==> config.mk <==
export PLATFORM = sky130hd
export DESIGN_NAME = ducking_gain_envelope
export DESIGN_NICKNAME = d
export VERILOG_FILES = /design/src/design/dge_pkg.sv /design/src/design/ducking_gain_envelope.sv /design/src/design/dge_front.sv /design/src/design/dge_queue.sv /design/src/design/dge_back.sv
export SDC_FILE = /design/constraint.sdc
export NUM_CORES = 1
export LEC_CHECK = 0
export ABC_AREA = 1
export BUFFER_PORTS_ARGS = -buffer_cell sky130_fd_sc_hd__buf_4
export CELL_PAD_IN_SITES_DETAIL_PLACEMENT = 0
export CELL_PAD_IN_SITES_GLOBAL_PLACEMENT = 1
export CORE_ASPECT_RATIO = 0.75
export CORE_MARGIN = 3
export CORE_UTILIZATION = 39
export DETAILED_ROUTE_END_ITERATION = 16
export PLACE_DENSITY_LB_ADDON = 0.15
export RECOVER_POWER = 50
export REMOVE_ABC_BUFFERS = 1
export SLEW_MARGIN = 20
export SYNTH_ARGS = -nofsm -noshare
export SYNTH_HDL_FRONTEND = slang
export SYNTH_SLANG_ARGS = --single-unit
==> constraint.sdc <==
create_clock -name clock -period 10.54 [get_ports clock]
set_clock_uncertainty 0.2 [all_clocks]
set_input_delay 1.054 -clock clock [delete_from_list [all_inputs] [get_ports clock]]
set_output_delay 1.054 -clock clock [all_outputs]
set_load 0.02 [all_outputs]
==> src/design/dge_pkg.sv <==
// shared types and constants for the ducking gain envelope
`timescale 1ns / 1ps

package dge_pkg;

   localparam int PEAK_W      = 16;
   localparam int GAIN_W      = 24;
   localparam int BLOCKS_W    = 16;
   localparam int TICKS_W     = 32;
   localparam int TIME_W      = 48;
   localparam int CSR_INDEX_W = 3;
   localparam int CSR_DATA_W  = 48;

   localparam int QUEUE_DEPTH = 2;

   // magnitude of a gain step needs one bit above the gain width
   localparam int DIV_STEPS = GAIN_W + 1;

   // 0.05 dB in Q8.16, truncated
   localparam logic [GAIN_W:0] KEY_DIFF_LIMIT = 25'd3276;

   localparam logic signed [PEAK_W-1:0] THRESHOLD_RESET = -16'sd7680;
   localparam logic signed [GAIN_W-1:0] DEPTH_RESET     = -24'sd786432;
   localparam logic [BLOCKS_W-1:0]      ATTACK_RESET    = 16'd1;
   localparam logic [BLOCKS_W-1:0]      RELEASE_RESET   = 16'd4;
   localparam logic [TICKS_W-1:0]       BLOCK_TICKS_RESET = 32'd1024;
   localparam logic [TIME_W-1:0]        CLIP_TICKS_RESET  = 48'd48000;

   typedef enum logic [CSR_INDEX_W-1:0] {
      CSR_THRESHOLD   = 3'd0,
      CSR_DEPTH       = 3'd1,
      CSR_ATTACK      = 3'd2,
      CSR_RELEASE     = 3'd3,
      CSR_BLOCK_TICKS = 3'd4,
      CSR_CLIP_TICKS  = 3'd5
   } csr_index_type;

   typedef struct packed {
      logic signed [PEAK_W-1:0] threshold_db;
      logic signed [GAIN_W-1:0] duck_depth;
      logic [BLOCKS_W-1:0]      fall_blocks;
      logic [BLOCKS_W-1:0]      rel_blocks;
      logic [TICKS_W-1:0]       block_ticks;
      logic [TIME_W-1:0]        clip_ticks;
   } cfg_type;

   // one classified item between front and back
   typedef struct packed {
      logic ducked;
      logic last_block;
   } item_type;

endpackage

==> src/design/ducking_gain_envelope.sv <==
// top level of the ducking gain envelope: registers, front, queue and back
`timescale 1ns / 1ps

// Each item carries one dialogue block peak; the block answers with zero to three
// gain keyframes (time in clip ticks, gain in Q8.16 dB, closing flag). The front
// compares the peak with the threshold and parks the item in a short queue, so
// req_ready can stay high while the back end works on an earlier item, until the
// queue and the front's holding register fill. The back end picks each item up,
// runs the bit-serial divide of the envelope step, updates envelope and time, then
// visits each keyframe slot, waiting whenever the result side stalls. Items that
// arrive after the stream has stopped on time are taken and dropped. Write the
// registers only while no item is in flight; the block does not enforce this.

module ducking_gain_envelope #(
   parameter int QUEUE_DEPTH = dge_pkg::QUEUE_DEPTH
) (
   input  logic                                  clock,
   input  logic                                  reset,
   input  logic                                  req_valid,
   output logic                                  req_ready,
   input  logic signed [dge_pkg::PEAK_W-1:0]     req_peak_db,
   input  logic                                  req_last_block,
   output logic                                  rsp_valid,
   input  logic                                  rsp_ready,
   output logic [dge_pkg::TIME_W-1:0]            rsp_key_time,
   output logic signed [dge_pkg::GAIN_W-1:0]     rsp_key_gain,
   output logic                                  rsp_final_key,
   input  logic                                  csr_wr_en,
   input  logic [dge_pkg::CSR_INDEX_W-1:0]       csr_index,
   input  logic [dge_pkg::CSR_DATA_W-1:0]        csr_wdata
);

   dge_pkg::cfg_type  cfg_ff, cfg_in;
   logic              push_valid;
   logic              push_ready;
   dge_pkg::item_type push_item;
   logic              head_valid;
   dge_pkg::item_type head_item;
   logic              pop;

   always_comb begin
      cfg_in = cfg_ff;
      if (csr_wr_en) begin
         unique case (csr_index)
            dge_pkg::CSR_THRESHOLD:   cfg_in.threshold_db  = csr_wdata[dge_pkg::PEAK_W-1:0];
            dge_pkg::CSR_DEPTH:       cfg_in.duck_depth    = csr_wdata[dge_pkg::GAIN_W-1:0];
            dge_pkg::CSR_ATTACK:      cfg_in.fall_blocks   = csr_wdata[dge_pkg::BLOCKS_W-1:0];
            dge_pkg::CSR_RELEASE:     cfg_in.rel_blocks    = csr_wdata[dge_pkg::BLOCKS_W-1:0];
            dge_pkg::CSR_BLOCK_TICKS: cfg_in.block_ticks   = csr_wdata[dge_pkg::TICKS_W-1:0];
            dge_pkg::CSR_CLIP_TICKS:  cfg_in.clip_ticks    = csr_wdata[dge_pkg::TIME_W-1:0];
            default: begin
               cfg_in = cfg_ff;
            end
         endcase
      end
   end

   always_ff @(posedge clock) begin
      if (reset) begin
         cfg_ff.threshold_db  <= dge_pkg::THRESHOLD_RESET;
         cfg_ff.duck_depth    <= dge_pkg::DEPTH_RESET;
         cfg_ff.fall_blocks   <= dge_pkg::ATTACK_RESET;
         cfg_ff.rel_blocks    <= dge_pkg::RELEASE_RESET;
         cfg_ff.block_ticks   <= dge_pkg::BLOCK_TICKS_RESET;
         cfg_ff.clip_ticks    <= dge_pkg::CLIP_TICKS_RESET;
      end else begin
         cfg_ff <= cfg_in;
      end
   end

   dge_front u_front (
      .clock          (clock),
      .reset          (reset),
      .req_valid      (req_valid),
      .req_ready      (req_ready),
      .req_peak_db    (req_peak_db),
      .req_last_block (req_last_block),
      .threshold_db   (cfg_ff.threshold_db),
      .push_valid     (push_valid),
      .push_ready     (push_ready),
      .push_item      (push_item)
   );

   dge_queue #(
      .DEPTH (QUEUE_DEPTH)
   ) u_queue (
      .clock      (clock),
      .reset      (reset),
      .push_valid (push_valid),
      .push_ready (push_ready),
      .push_item  (push_item),
      .head_valid (head_valid),
      .head_item  (head_item),
      .pop        (pop)
   );

   dge_back u_back (
      .clock         (clock),
      .reset         (reset),
      .cfg           (cfg_ff),
      .head_valid    (head_valid),
      .head_item     (head_item),
      .pop           (pop),
      .rsp_valid     (rsp_valid),
      .rsp_ready     (rsp_ready),
      .rsp_key_time  (rsp_key_time),
      .rsp_key_gain  (rsp_key_gain),
      .rsp_final_key (rsp_final_key)
   );

   // back end only takes an item that is really there
   a_pop_has_item: assert property (@(posedge clock) disable iff (reset)
      pop |-> head_valid)
      else $error("item taken from empty queue");

   // closing keyframe sits at clip end
   a_final_at_end: assert property (@(posedge clock) disable iff (reset)
      rsp_valid && rsp_final_key |-> rsp_key_time == cfg_ff.clip_ticks)
      else $error("closing keyframe not at clip end");

   // other keyframes never lie beyond clip end
   a_key_in_clip: assert property (@(posedge clock) disable iff (reset)
      rsp_valid && !rsp_final_key |-> rsp_key_time <= cfg_ff.clip_ticks)
      else $error("keyframe beyond clip end");

   // no result straight out of reset
   a_reset_quiet: assert property (@(posedge clock) disable iff (reset)
      $past(reset) |-> !rsp_valid)
      else $error("result valid after reset");

endmodule

==> src/design/dge_front.sv <==
// front end: takes peak items, compares against the threshold and hands them on
`timescale 1ns / 1ps

module dge_front (
   input  logic                               clock,
   input  logic                               reset,
   input  logic                               req_valid,
   output logic                               req_ready,
   input  logic signed [dge_pkg::PEAK_W-1:0]  req_peak_db,
   input  logic                               req_last_block,
   input  logic signed [dge_pkg::PEAK_W-1:0]  threshold_db,
   output logic                               push_valid,
   input  logic                               push_ready,
   output dge_pkg::item_type                  push_item
);

   logic              hold_valid_ff, hold_valid_in;
   dge_pkg::item_type hold_item_ff, hold_item_in;
   logic              accept;
   logic              push;

   assign req_ready  = !hold_valid_ff || push_ready;
   assign accept     = req_valid && req_ready;
   assign push       = hold_valid_ff && push_ready;
   assign push_valid = hold_valid_ff;
   assign push_item  = hold_item_ff;

   always_comb begin
      hold_valid_in = hold_valid_ff;
      hold_item_in  = hold_item_ff;
      if (accept) begin
         hold_valid_in           = 1'b1;
         hold_item_in.ducked     = $signed(req_peak_db) >= $signed(threshold_db);
         hold_item_in.last_block = req_last_block;
      end else if (push) begin
         hold_valid_in = 1'b0;
      end
   end

   always_ff @(posedge clock) begin
      if (reset) begin
         hold_valid_ff <= 1'b0;
      end else begin
         hold_valid_ff <= hold_valid_in;
      end
      hold_item_ff <= hold_item_in;
   end

endmodule

==> src/design/dge_queue.sv <==
// short item queue between front and back
`timescale 1ns / 1ps

module dge_queue #(
   parameter int DEPTH = dge_pkg::QUEUE_DEPTH
) (
   input  logic              clock,
   input  logic              reset,
   input  logic              push_valid,
   output logic              push_ready,
   input  dge_pkg::item_type push_item,
   output logic              head_valid,
   output dge_pkg::item_type head_item,
   input  logic              pop
);

   localparam int PTR_W = $clog2(DEPTH);
   localparam int CNT_W = $clog2(DEPTH + 1);

   dge_pkg::item_type        slot_ff [DEPTH];
   logic [PTR_W-1:0]         wr_ptr_ff, wr_ptr_in;
   logic [PTR_W-1:0]         rd_ptr_ff, rd_ptr_in;
   logic [CNT_W-1:0]         count_ff, count_in;
   logic                     push;
   logic                     take;

   assign push_ready = count_ff != CNT_W'(DEPTH);
   assign head_valid = count_ff != '0;
   assign head_item  = slot_ff[rd_ptr_ff];
   assign push       = push_valid && push_ready;
   assign take       = pop && head_valid;

   always_comb begin
      wr_ptr_in = wr_ptr_ff;
      rd_ptr_in = rd_ptr_ff;
      count_in  = count_ff;
      if (push) begin
         wr_ptr_in = (wr_ptr_ff == PTR_W'(DEPTH - 1)) ? '0 : wr_ptr_ff + 1'b1;
      end
      if (take) begin
         rd_ptr_in = (rd_ptr_ff == PTR_W'(DEPTH - 1)) ? '0 : rd_ptr_ff + 1'b1;
      end
      if (push && !take) begin
         count_in = count_ff + 1'b1;
      end else if (take && !push) begin
         count_in = count_ff - 1'b1;
      end
   end

   always_ff @(posedge clock) begin
      if (reset) begin
         wr_ptr_ff <= '0;
         rd_ptr_ff <= '0;
         count_ff  <= '0;
      end else begin
         wr_ptr_ff <= wr_ptr_in;
         rd_ptr_ff <= rd_ptr_in;
         count_ff  <= count_in;
      end
      if (push) begin
         slot_ff[wr_ptr_ff] <= push_item;
      end
   end

endmodule

==> src/design/dge_back.sv <==
// back end: envelope step with serial divider, block time and keyframe output
`timescale 1ns / 1ps

module dge_back (
   input  logic                                clock,
   input  logic                                reset,
   input  dge_pkg::cfg_type                    cfg,
   input  logic                                head_valid,
   input  dge_pkg::item_type                   head_item,
   output logic                                pop,
   output logic                                rsp_valid,
   input  logic                                rsp_ready,
   output logic [dge_pkg::TIME_W-1:0]          rsp_key_time,
   output logic signed [dge_pkg::GAIN_W-1:0]   rsp_key_gain,
   output logic                                rsp_final_key
);

   localparam int GW    = dge_pkg::GAIN_W;
   localparam int TW    = dge_pkg::TIME_W;
   localparam int BW    = dge_pkg::BLOCKS_W;
   localparam int NSTEP = dge_pkg::DIV_STEPS;
   localparam int CW    = $clog2(NSTEP);

   typedef enum logic [2:0] {
      ST_IDLE,
      ST_DIV,
      ST_UPD,
      ST_START,
      ST_CHANGE,
      ST_FINAL
   } state_type;

   state_type          state_ff, state_in;
   logic [CW-1:0]      cnt_ff, cnt_in;
   logic [GW:0]        dvd_ff, dvd_in;
   logic [BW-1:0]      rem_ff, rem_in;
   logic [BW-1:0]      div_ff, div_in;
   logic               neg_ff, neg_in;
   logic [GW-1:0]      envelope_ff, envelope_in;
   logic [GW-1:0]      last_key_gain_ff, last_key_gain_in;
   logic [TW-1:0]      last_key_time_ff, last_key_time_in;
   logic [TW-1:0]      time_accum_ff, time_accum_in;
   logic [TW:0]        t_ff, t_in;
   logic               started_ff, started_in;
   logic               finished_ff, finished_in;
   logic               start_pend_ff, start_pend_in;
   logic               last_ff, last_in;
   logic               rsp_valid_ff, rsp_valid_in;
   logic [TW-1:0]      rsp_time_ff, rsp_time_in;
   logic [GW-1:0]      rsp_gain_ff, rsp_gain_in;
   logic               rsp_final_ff, rsp_final_in;

   logic [GW-1:0]      target;
   logic               falling;
   logic [BW-1:0]      div_sel;
   logic [GW:0]        diff;
   logic [GW:0]        diff_mag;
   logic [BW:0]        rem_shift;
   logic [BW:0]        rem_sub;
   logic               ge;
   logic [GW:0]        quot;
   logic [TW:0]        time_sum;
   logic               stop;
   logic [GW:0]        gdiff;
   logic [GW:0]        gdist;
   logic               change;
   logic               close_key;
   logic               out_free;

   // target and divisor from the head of the queue
   assign target   = head_item.ducked ? cfg.duck_depth : '0;
   assign falling  = $signed(target) < $signed(envelope_ff);
   assign div_sel  = falling ? cfg.fall_blocks : cfg.rel_blocks;
   assign diff     = {target[GW-1], target} - {envelope_ff[GW-1], envelope_ff};
   assign diff_mag = diff[GW] ? (~diff + 1'b1) : diff;

   // one quotient bit per cycle
   assign rem_shift = {rem_ff, dvd_ff[GW]};
   assign rem_sub   = rem_shift - {1'b0, div_ff};
   assign ge        = rem_shift >= {1'b0, div_ff};

   assign quot     = neg_ff ? (~dvd_ff + 1'b1) : dvd_ff;
   assign time_sum = {1'b0, time_accum_ff} + {{(TW + 1 - dge_pkg::TICKS_W){1'b0}},
                                              cfg.block_ticks};
   assign stop     = t_ff > {1'b0, cfg.clip_ticks};

   assign gdiff  = {envelope_ff[GW-1], envelope_ff} -
                   {last_key_gain_ff[GW-1], last_key_gain_ff};
   assign gdist  = gdiff[GW] ? (~gdiff + 1'b1) : gdiff;
   assign change = !stop && (gdist > dge_pkg::KEY_DIFF_LIMIT);

   assign close_key = (stop || last_ff) && (last_key_time_ff != cfg.clip_ticks);
   assign out_free  = !rsp_valid_ff || rsp_ready;

   assign rsp_valid     = rsp_valid_ff;
   assign rsp_key_time  = rsp_time_ff;
   assign rsp_key_gain  = rsp_gain_ff;
   assign rsp_final_key = rsp_final_ff;

   always_comb begin
      state_in         = state_ff;
      cnt_in           = cnt_ff;
      dvd_in           = dvd_ff;
      rem_in           = rem_ff;
      div_in           = div_ff;
      neg_in           = neg_ff;
      envelope_in      = envelope_ff;
      last_key_gain_in = last_key_gain_ff;
      last_key_time_in = last_key_time_ff;
      time_accum_in    = time_accum_ff;
      t_in             = t_ff;
      started_in       = started_ff;
      finished_in      = finished_ff;
      start_pend_in    = start_pend_ff;
      last_in          = last_ff;
      rsp_valid_in     = rsp_valid_ff && !rsp_ready;
      rsp_time_in      = rsp_time_ff;
      rsp_gain_in      = rsp_gain_ff;
      rsp_final_in     = rsp_final_ff;
      pop              = 1'b0;

      unique case (state_ff)
         ST_IDLE: begin
            if (head_valid) begin
               pop = 1'b1;
               if (finished_ff) begin
                  // stream stopped on time: wait for the clip's last item
                  if (head_item.last_block) begin
                     envelope_in      = '0;
                     last_key_gain_in = '0;
                     last_key_time_in = '0;
                     time_accum_in    = '0;
                     started_in       = 1'b0;
                     finished_in      = 1'b0;
                  end
               end else begin
                  start_pend_in = !started_ff;
                  started_in    = 1'b1;
                  last_in       = head_item.last_block;
                  neg_in        = diff[GW];
                  dvd_in        = diff_mag;
                  rem_in        = '0;
                  cnt_in        = '0;
                  div_in        = (div_sel == '0) ? BW'(1) : div_sel;
                  state_in      = ST_DIV;
               end
            end
         end
         ST_DIV: begin
            rem_in = ge ? rem_sub[BW-1:0] : rem_shift[BW-1:0];
            dvd_in = {dvd_ff[GW-1:0], ge};
            cnt_in = cnt_ff + 1'b1;
            if (cnt_ff == CW'(NSTEP - 1)) begin
               state_in = ST_UPD;
            end
         end
         ST_UPD: begin
            envelope_in   = envelope_ff + quot[GW-1:0];
            t_in          = time_sum;
            time_accum_in = time_sum[TW-1:0];
            state_in      = ST_START;
         end
         ST_START: begin
            if (!start_pend_ff) begin
               state_in = ST_CHANGE;
            end else if (out_free) begin
               rsp_valid_in     = 1'b1;
               rsp_time_in      = '0;
               rsp_gain_in      = '0;
               rsp_final_in     = 1'b0;
               last_key_time_in = '0;
               last_key_gain_in = '0;
               start_pend_in    = 1'b0;
               state_in         = ST_CHANGE;
            end
         end
         ST_CHANGE: begin
            if (!change) begin
               state_in = ST_FINAL;
            end else if (out_free) begin
               rsp_valid_in     = 1'b1;
               rsp_time_in      = t_ff[TW-1:0];
               rsp_gain_in      = envelope_ff;
               rsp_final_in     = 1'b0;
               last_key_time_in = t_ff[TW-1:0];
               last_key_gain_in = envelope_ff;
               state_in         = ST_FINAL;
            end
         end
         ST_FINAL: begin
            if (!close_key || out_free) begin
               if (close_key) begin
                  rsp_valid_in     = 1'b1;
                  rsp_time_in      = cfg.clip_ticks;
                  rsp_gain_in      = envelope_ff;
                  rsp_final_in     = 1'b1;
                  last_key_time_in = cfg.clip_ticks;
                  last_key_gain_in = envelope_ff;
               end
               if (last_ff) begin
                  envelope_in      = '0;
                  last_key_gain_in = '0;
                  last_key_time_in = '0;
                  time_accum_in    = '0;
                  started_in       = 1'b0;
                  finished_in      = 1'b0;
               end else if (stop) begin
                  finished_in = 1'b1;
               end
               state_in = ST_IDLE;
            end
         end
         default: begin
            state_in = ST_IDLE;
         end
      endcase
   end

   always_ff @(posedge clock) begin
      if (reset) begin
         state_ff         <= ST_IDLE;
         envelope_ff      <= '0;
         last_key_gain_ff <= '0;
         last_key_time_ff <= '0;
         time_accum_ff    <= '0;
         started_ff       <= 1'b0;
         finished_ff      <= 1'b0;
         start_pend_ff    <= 1'b0;
         rsp_valid_ff     <= 1'b0;
      end else begin
         state_ff         <= state_in;
         envelope_ff      <= envelope_in;
         last_key_gain_ff <= last_key_gain_in;
         last_key_time_ff <= last_key_time_in;
         time_accum_ff    <= time_accum_in;
         started_ff       <= started_in;
         finished_ff      <= finished_in;
         start_pend_ff    <= start_pend_in;
         rsp_valid_ff     <= rsp_valid_in;
      end
      cnt_ff       <= cnt_in;
      dvd_ff       <= dvd_in;
      rem_ff       <= rem_in;
      div_ff       <= div_in;
      neg_ff       <= neg_in;
      t_ff         <= t_in;
      last_ff      <= last_in;
      rsp_time_ff  <= rsp_time_in;
      rsp_gain_ff  <= rsp_gain_in;
      rsp_final_ff <= rsp_final_in;
   end

endmodule
======== After elaboration in Yosys (flattened, before gate mapping) ========
Memories as Yosys holds them, arrays and structs flattened. A register that Yosys moved wholly into a read port is not among the register bits.
Index checks and enable logic that the tools add are counted.
cells by class
  $add $sub $neg .......................... 13
  $mul .................................... 0
  divide/modulo/power cells ............... 0
  magnitude comparators ................... 5
  equal/unequal tests ..................... 30
  shifts and indexed selects .............. 0
  muxes and demuxes ....................... 98
  bitwise gates (word level) .............. 4
  reductions and logical operators ........ 48
operator list
  kind                                                                    count
  48-bit two-way mux                                                      13
  24-bit two-way mux                                                      15
  48-bit case mux with 3 select lines                                     2
  48-bit case mux with 4 select lines                                     1
  24-bit case mux with 3 select lines                                     2
  25-bit two-way mux                                                      4
  24-bit case mux with 4 select lines                                     1
  16-bit two-way mux                                                      4
  25-bit by 1-bit adder with 25-bit output, second input constant         2
  25-bit NOT                                                              2
  25-bit case mux with 2 select lines                                     1
  24-bit by 24-bit subtractor with 25-bit output                          2
  48-bit by 32-bit adder with 49-bit output                               1
  49-bit by 48-bit > comparator with 1-bit output                         1
  48-bit != test                                                          1
  1-bit two-way mux                                                       35
  16-bit case mux with 2 select lines                                     1
  25-bit by 12-bit > comparator with 1-bit output, second input constant  1
  24-bit by 1-bit adder with 24-bit output, second input constant         1
  24-bit adder                                                            1
  24-bit less-than comparator                                             1
  3-bit two-way mux                                                       8
  24-bit NOT                                                              1
  2-bit by 1-bit != test with 1-bit output, second input constant         10
  other kinds (37)                                                        87
storage, ports and cells
  register bits after elaboration ......... 496
  bits in latches ......................... 0
  RAM bits ................................ 4
  ROM bits ................................ 0
  input port bits ......................... 73
  output and inout bits ................... 75
  word-level logic and storage cells ...... 230
  memories kept ........................... 1
memory list
  name             words  width  read ports  clocked after Yosys merged registers in  wr ports  line             text
  u_queue.slot_ff  2      2      1           1                                        1         dge_queue.sv:20  dge_pkg::item_type slot_ff [DEPTH];

======== Logic depth before layout (Yosys ltp) ========
Gate-level depths: netlist of run 1.
  word-level depth ........................ 8
  mapped depth ............................ 33
  depth with buffers taken out ............ 31

======== By module ========
Synthesis of run 1 repeated with hierarchy kept, for this count alone.
second synthesis, totals
  cells, all modules ...................... 4425
  area total of the unflattened synthesis .. 31356.3 µm²
modules (own cells, without submodules)
  module                 times used  cells an instance  area an instance (µm²)  seq. area each (µm²)
  dge_back               1           3430               24325.8                 8608.3
  ducking_gain_envelope  1           870                6085.8                  3042.9
  dge_front              1           82                 551.8                   80.1
  dge_queue              1           43                 392.9                   220.2

======== Worst setup path before layout of run 1 ========
OpenSTA, ideal clock, no wires.
  path kind ............................... register to register
  from .................................... register u_back.envelope_ff[0]
  to ...................................... register u_back.rsp_gain_ff[0] (netlist: u_back.rsp_key_gain[0]) (enable)
  setup time .............................. 609 ps
  arrival ................................. 8101 ps
  data required time ...................... 9731 ps
  setup slack ............................. 1630 ps
  cell stages (with the launch flop) ...... 30
  path buffers ............................ 1
  clock period less this slack ............ 8910 ps
  cell sequence ........................... dfxtp_1 > inv_1 > ha_1 > fa_1 > inv_1 > nand2_2 > nand2_2 > nand3_2 > nand2_1 > nand2_1 > nand2_1 > nand2_1 > nand2_1 > nand2_2 > nand2_4 > buf_6 > nand2_1 > nand2_1 > nand2_1 > nor2_1 > nand3_1 > nand2_1 > nand2_1 > nand3_1 > nand2_1 > nand2_2 > nand2_2 > nand2_4 > nand2_1 > a211oi_1
between the ends
  longest elaborated chain between the ends .. 8
ends and longest elaborated chain
  what                                                           line             text
  start: declaration                                             dge_back.sv:39   logic [GW-1:0] envelope_ff, envelope_in;
  start signal: assignment                                       dge_back.sv:232  envelope_ff <= envelope_in;
  24-bit by 24-bit subtractor with 25-bit output (*)             dge_back.sv:87   assign gdiff = {envelope_ff[GW-1], envelope_ff} -
  25-bit NOT                                                     dge_back.sv:89   assign gdist = gdiff[GW] ? (~gdiff + 1'b1) : gdiff;
  25-bit by 1-bit adder with 25-bit output                       dge_back.sv:89
  25-bit two-way mux (*)                                         dge_back.sv:89
  25-bit by 12-bit > comparator with 1-bit output (*)            dge_back.sv:90   assign change = !stop && (gdist > dge_pkg::KEY_DIFF_LIMIT);
  1-bit logical AND (*)                                          dge_back.sv:90
  2-bit by 1-bit != test with 1-bit output (no source line) (*)  --
  7-bit AND reduction (no source line) (*)                       --
  end signal: assignment                                         dge_back.sv:249  rsp_gain_ff <= rsp_gain_in;
  end: declaration                                               dge_back.sv:50   logic [GW-1:0] rsp_gain_ff, rsp_gain_in;
Mark *: on every way between the ends. The rest lies on a longest branch, timed or not.
A chain may end at the register's enable or synchronous reset.

==> metrics.txt, run 1 <==
status=complete, but fails checks; failing checks=max-capacitance violations, max-slew violations; Layout Nets=4543; first drt pass iteration count=5; final worst path period need=7.35 ns; WP buf/inv=3; Worst Hold Class=reg -> reg; CP delay by family, top=buffers and inverters; pre-CTS setup slack=4.97 ns; Routed Antenna Nets=0; CTS root buffer=clkbuf_16; Final GP Congestion=0.857; final number of setup-violating endpoints=0; synthesized area=0.0305 mm2; Most used DFF post-synth=dfxtp_1; wire per inst=18.1 um; number of port buffers=147; post-cts sizing count=0; reported leakage power=0.0153 uW; fin crit share=69.7%; cell internal pwr=5360 uW; CP arrival=7.63 ns; total congestion overflow=0; Post-synth EDFFs=192; Gate Count Post-Synth=4188; RSZ-0062 raised after global routing=false; clock network fraction of design power=19.7%; clock latency on the worst-skew pair=0.65 ns; element type at the critical path start=input port; post-DR vias/cell=5.07; Worst path most repeated cell=clkbuf_1; Worst-Margin Slew=4.14 ns; sequential power share=27.3%; setup ws final=3.19 ns; CTS sink cnt=501; area post-placement=0.0326 mm2; slowest stage delay, CP=2.57 ns; initial antenna violation count=1; largest net degree at the start of global routing=91; cts hold-fix bufs=0; slew margin rel.=-176%; Worst setup EP type=register; sequential-to-total area share from yosys stat=39.1%; switch share=47.3%; area of the multi-input gates=0.0157 mm2; Worst-path clk slew=0.06 ns; # H-tree levels=2; Detailed Place HPWL=71.1 mm; Die Y=248 um; num rows=88; Die Footprint=0.0817 mm2; fillers=8075; Clock Tree Buf Depth=3; MaxCap Viol Count=13; # DRC=0; Critical Path, Cell by Cell=clkbuf_1, clkinvlp_2, clkbuf_1, o21ai_0, a21oi_1; combinational power share=52.9%; worst-path fanout max=90; drt total wl=97.1 mm; global-route wire length before repair=149 mm; Syn Area/Cell=7.29 um2; Final Hold Vio Count=0; CTS tree=done; Seq. cell area=0.0120 mm2; Slowest cell on crit path=clkinvlp_2; Area Overhead vs Synth=11.7%; Starting DRT DRC Count=1935; CP required=10.82 ns; vias in the first global route=24900; Max IR drop VDD=0.149 mV; vias=27100; setup TNS=0 ns; CP Class=in -> reg; GRT Util Overall=23.3%; Synth Register Bits=501; fraction of registers with async set/reset=0%; final slew viol count=703; total CTS buffers=55; pwr dens=298 mW/mm2; Boundary Pins=148; fraction of layout cells with a size suffix above 1=5.74%; Die X=329 um; post-CTS setup buffers=0; Core Area=0.0772 mm2; maximum clock frequency=136 MHz; initial core utilization=39.6%; YS warnings=0; Antenna Cells=0; Finished Cell Area=0.0341 mm2; synth unique cells=52; Psw=4810 uW
-- flip-flops by register name, summed over array words and instances, names as in the netlist, 16 cells and up, named ones only --
| signal | count |
|---|---|
| cfg_ff | 152 |
| u_back.div_ff | 16 |
| u_back.dvd_ff | 25 |
| u_back.envelope_ff | 24 |
| u_back.last_key_gain_ff | 24 |
| u_back.last_key_time_ff | 48 |
| u_back.rem_ff | 16 |
| u_back.rsp_key_gain | 24 |
| u_back.rsp_key_time | 48 |
| u_back.t_ff | 49 |
| u_back.time_accum_ff | 48 |
-- cells in the mapped netlist (54+ instances only) --
cell type,count,share of area (%)
a21oi_1,338,5.5
clkbuf_1,116,1.4
dfxtp_1,309,20
edfxtp_1,192,19
ha_1,190,7.8
inv_1,604,7.4
nand2_1,925,11
nand3_1,162,2.7
nand4_1,102,2.1
nor2_1,457,5.6
o21ai_0,300,4.9
xnor2_1,54,1.5
xor2_1,110,3.2
-- routing by layer --
layer	share of wire [%]	vias up	GRT usage (%)
met1	50	12500	34.4
met2	42	600	35.7
met5	0	-	0
li1	-	13900	-
met3	4.7	111	3.32
met4	2.3	0	5.71
-- power by group through the flow --
stage               logic, uW  clock network (uW)  registers (uW)
floorplan                3720                   0            2920
global placement         5410                   0            2820
detailed placement       5410                   0            2810
CTS                      5440                2060            2780
global route             6080                2130            2820
finish                   5380                2010            2780
-- placed cells by master (no fill, tap or decap), types with 4 or more instances in the layout --
cell and instances:
fa_1 5, nor2_1 453, xor2_1 109, nand4_1 102, clkbuf_1 97, dfxtp_1 309, nand2_2 11, or2_2 21
a22oi_1 10, buf_4 84, o211ai_1 23, a31oi_1 11, clkinv_2 12, xnor2_1 54, a21boi_0 4, nand3_1 161
inv_1 603, o21ai_0 300, edfxtp_1 192, a211oi_1 5, ha_1 190, a21oi_1 338, o221ai_1 6, o21ai_1 5
nor3_1 43, o21bai_1 11, clkinv_1 12, o22ai_1 48, o21a_1 7, a21o_1 8, clkbuf_8 10, nand3_2 4
inv_2 16, clkbuf_16 59, nor4_1 12, nand2_1 923, o32ai_1 14, nor2_2 6
-- worst min-delay path, cell delays in order, from the launching register on --
cell and delay [ns]:
dfxtp_1 0.30, inv_1 0.05, a21oi_1 0.05
-- final timing paths --
path	startpoint	end	slack [ns]	cells after the start
max	reset	cfg_ff[113]	3.19	5
min	cfg_ff[107]	cfg_ff[107]	0.25	2
max reg2reg	u_back.state_ff[2]	u_back.time_accum_ff[1]	4.17	7
min reg2reg	cfg_ff[107]	cfg_ff[107]	0.25	2
-- logic make-up (layout without fill, tap and decap cells) --
family                   Yosys count  in the layout  share of synthesized area (%)
flip-flops                       501            501                           39.1
multiplexers                       2              2                         0.0696
XOR/XNOR                         164            164                           4.70
AO/OA/AOI/OAI                    805            805                           14.4
AND/OR/NAND/NOR                 1750           1750                           23.8
buffers and inverters            771            905                           9.78
adder cells (fa/ha/maj)          195            195                           8.11
-- layout make-up --
| cell class | instances | share of cell area, % |
|---|---|---|
| clock inverters | 27 | 0.656 |
| multi-input cells | 2916 | 45.9 |
| well taps | 1035 | 3.79 |
| clock buffers | 77 | 4.82 |
| flip-flops and latches | 501 | 35.0 |
| inverters | 625 | 6.88 |
| repair buffers | 176 | 2.89 |
-- metrics by stage --
stage,std cells,util (%),hold slack [ns],total power (uW)
3_5_place_dp,5253,42.2,0.240,8220
3_3_place_gp,5253,42.2,0.236,8230
6_report,5357,44.2,0.249,10200
4_1_cts,5357,44.7,0.249,10300
5_1_grt,5357,44.2,0.268,11000
2_1_floorplan,4042,-,0.221,6640
Note: power is estimated with default switching activity, not from simulation.
==> run 2, diff against run 1 <==
clock period = 6.55 ns   (was 10.54 ns; I/O delays follow)
==> metrics.txt, run 2 (synthesis results as in run 1) <==
clock latency on the worst-skew pair=0.65 ns; status=complete, but fails checks; fraction of layout cells with a size suffix above 1=5.85%; Worst setup EP type=register; Boundary Pins=148; wire per inst=18.1 um; Worst Hold Class=in -> reg; GRT Util Overall=23.2%; final slew viol count=651; slew margin rel.=-200%; Die X=329 um; Area Overhead vs Synth=12.2%; Hold Slack=0.0511 ns; largest net degree at the start of global routing=134; CP Class=in -> reg; failing checks=max-capacitance violations, max-slew violations; Biggest register=cfg_ff; CTS root buffer=clkbuf_16; fillers=8035; setup TNS=0 ns; CTS sink cnt=501; Final Hold Vio Count=0; fin crit share=80.7%; reported leakage power=0.0154 uW; global-route wire length before repair=148 mm; area post-placement=0.0327 mm2; Routed Antenna Nets=0; final number of setup-violating endpoints=0; drt total wl=97.0 mm; Die Footprint=0.0817 mm2; commonest non-fill, non-tap cells in the layout=nand2_1 (924), inv_1 (605), nor2_1 (454); Antenna Cells=0; worst-path fanout max=133; Core Area=0.0772 mm2; CTS tree=done; number of port buffers=147; # DRC=0; num rows=88; Worst-path clk slew=0.06 ns; Clock Tree Buf Depth=3; Starting DRT DRC Count=1875; Max IR drop VDD=0.287 mV; Layout Nets=4547; total CTS buffers=56; MaxCap Viol Count=11; initial core utilization=39.6%; Critical path origin=reset; Largest regs=cfg_ff: 152 flops, u_back.t_ff: 49 flops; # H-tree levels=2; initial antenna violation count=1; Die Y=248 um; commonest non-fill, non-tap cell in the layout=nand2_1; Final GP Congestion=0.902; final worst path period need=5.29 ns; pwr dens=481 mW/mm2; CP arrival=5.57 ns; r2r startpoint=u_back.state_ff[0]; maximum clock frequency=189 MHz; post-DR vias/cell=5.05; Largest register FFs=152; element type at the critical path start=input port; CP required=6.83 ns; vias in the first global route=24800; total congestion overflow=0; RSZ-0062 raised after global routing=false; Detailed Place HPWL=70.2 mm; Worst-Margin Slew=4.50 ns; first drt pass iteration count=6; Finished Cell Area=0.0343 mm2; post-cts sizing count=0; vias=27100; hold_sp=csr_wdata[25]
## run 2: cell count changes in the layout (fill, tap and decap cells not counted), moves of 4 or more
cell and change:
bufinv_16 +5, clkinv_2 +6, clkinv_1 -4, clkbuf_8 -7
## run 2: timing repair
item | in CTS | in global routing
hold buffers | 1 | 0
endpoints found under the setup margin | 0 | 0
buffers inserted | 0 | 0
endpoints found under the hold margin | 1 | 0
## run 2: area by class of cell
cell class                      instances  area (um2)  area share [%]
Clock buffer                           70        1550            4.52
Clock inverter                         36         403            1.18
Multi-Input combinational cell       2916       15700            45.7
Sequential cell                       501       12000            34.9
Inverter                              625        2350            6.86
Tap cell                             1035        1290            3.78
Timing Repair Buffer                  179        1040            3.04
## run 2: critical path, stage by stage
cell and delay [ns]:
clkbuf_1 0.12, clkinvlp_2 2.47, clkbuf_4 1.63, o21ai_0 0.37
a21oi_1 0.06
## run 2: final timing paths
path	endpoint	slack [ns]	cells past startpoint
setup / recovery	cfg_ff[24]	1.26	5
hold / removal	cfg_ff[73]	0.05	3
setup reg to reg	u_back.rem_ff[5]	1.38	7
hold reg to reg	cfg_ff[105]	0.25	2
## run 2: layer usage
metal / part of all wire, % / routed length (um) / global-route usage, % / vias to the layer above
met2: 42 / 40800 / 35.0 / 555
met1: 50 / 48900 / 34.7 / 12500
met4: 2.4 / 2380 / 6.01 / 0
li1: - / - / - / 13900
met3: 5.1 / 4920 / 3.17 / 112
met5: 0 / 0 / 0 / -
## run 2: per-stage QoR
stage                     setup WS [ns]  power (uW)  utilization, %  instances
after global routing              0.615       17900            44.4       5362
final                              1.26       16500            44.4       5362
after CTS                          1.56       16700            44.8       5362
after floorplan                   -2.75       10700               -       4042
after detailed placement           1.59       13200            42.3       5255
after global placement             1.64       13300            42.3       5255
## run 2: power breakdown
part	internal [uW]	total (uW)	switching, uW
combinational	2700	8630	5930
sequential	4110	4480	377
clock	1960	3370	1410
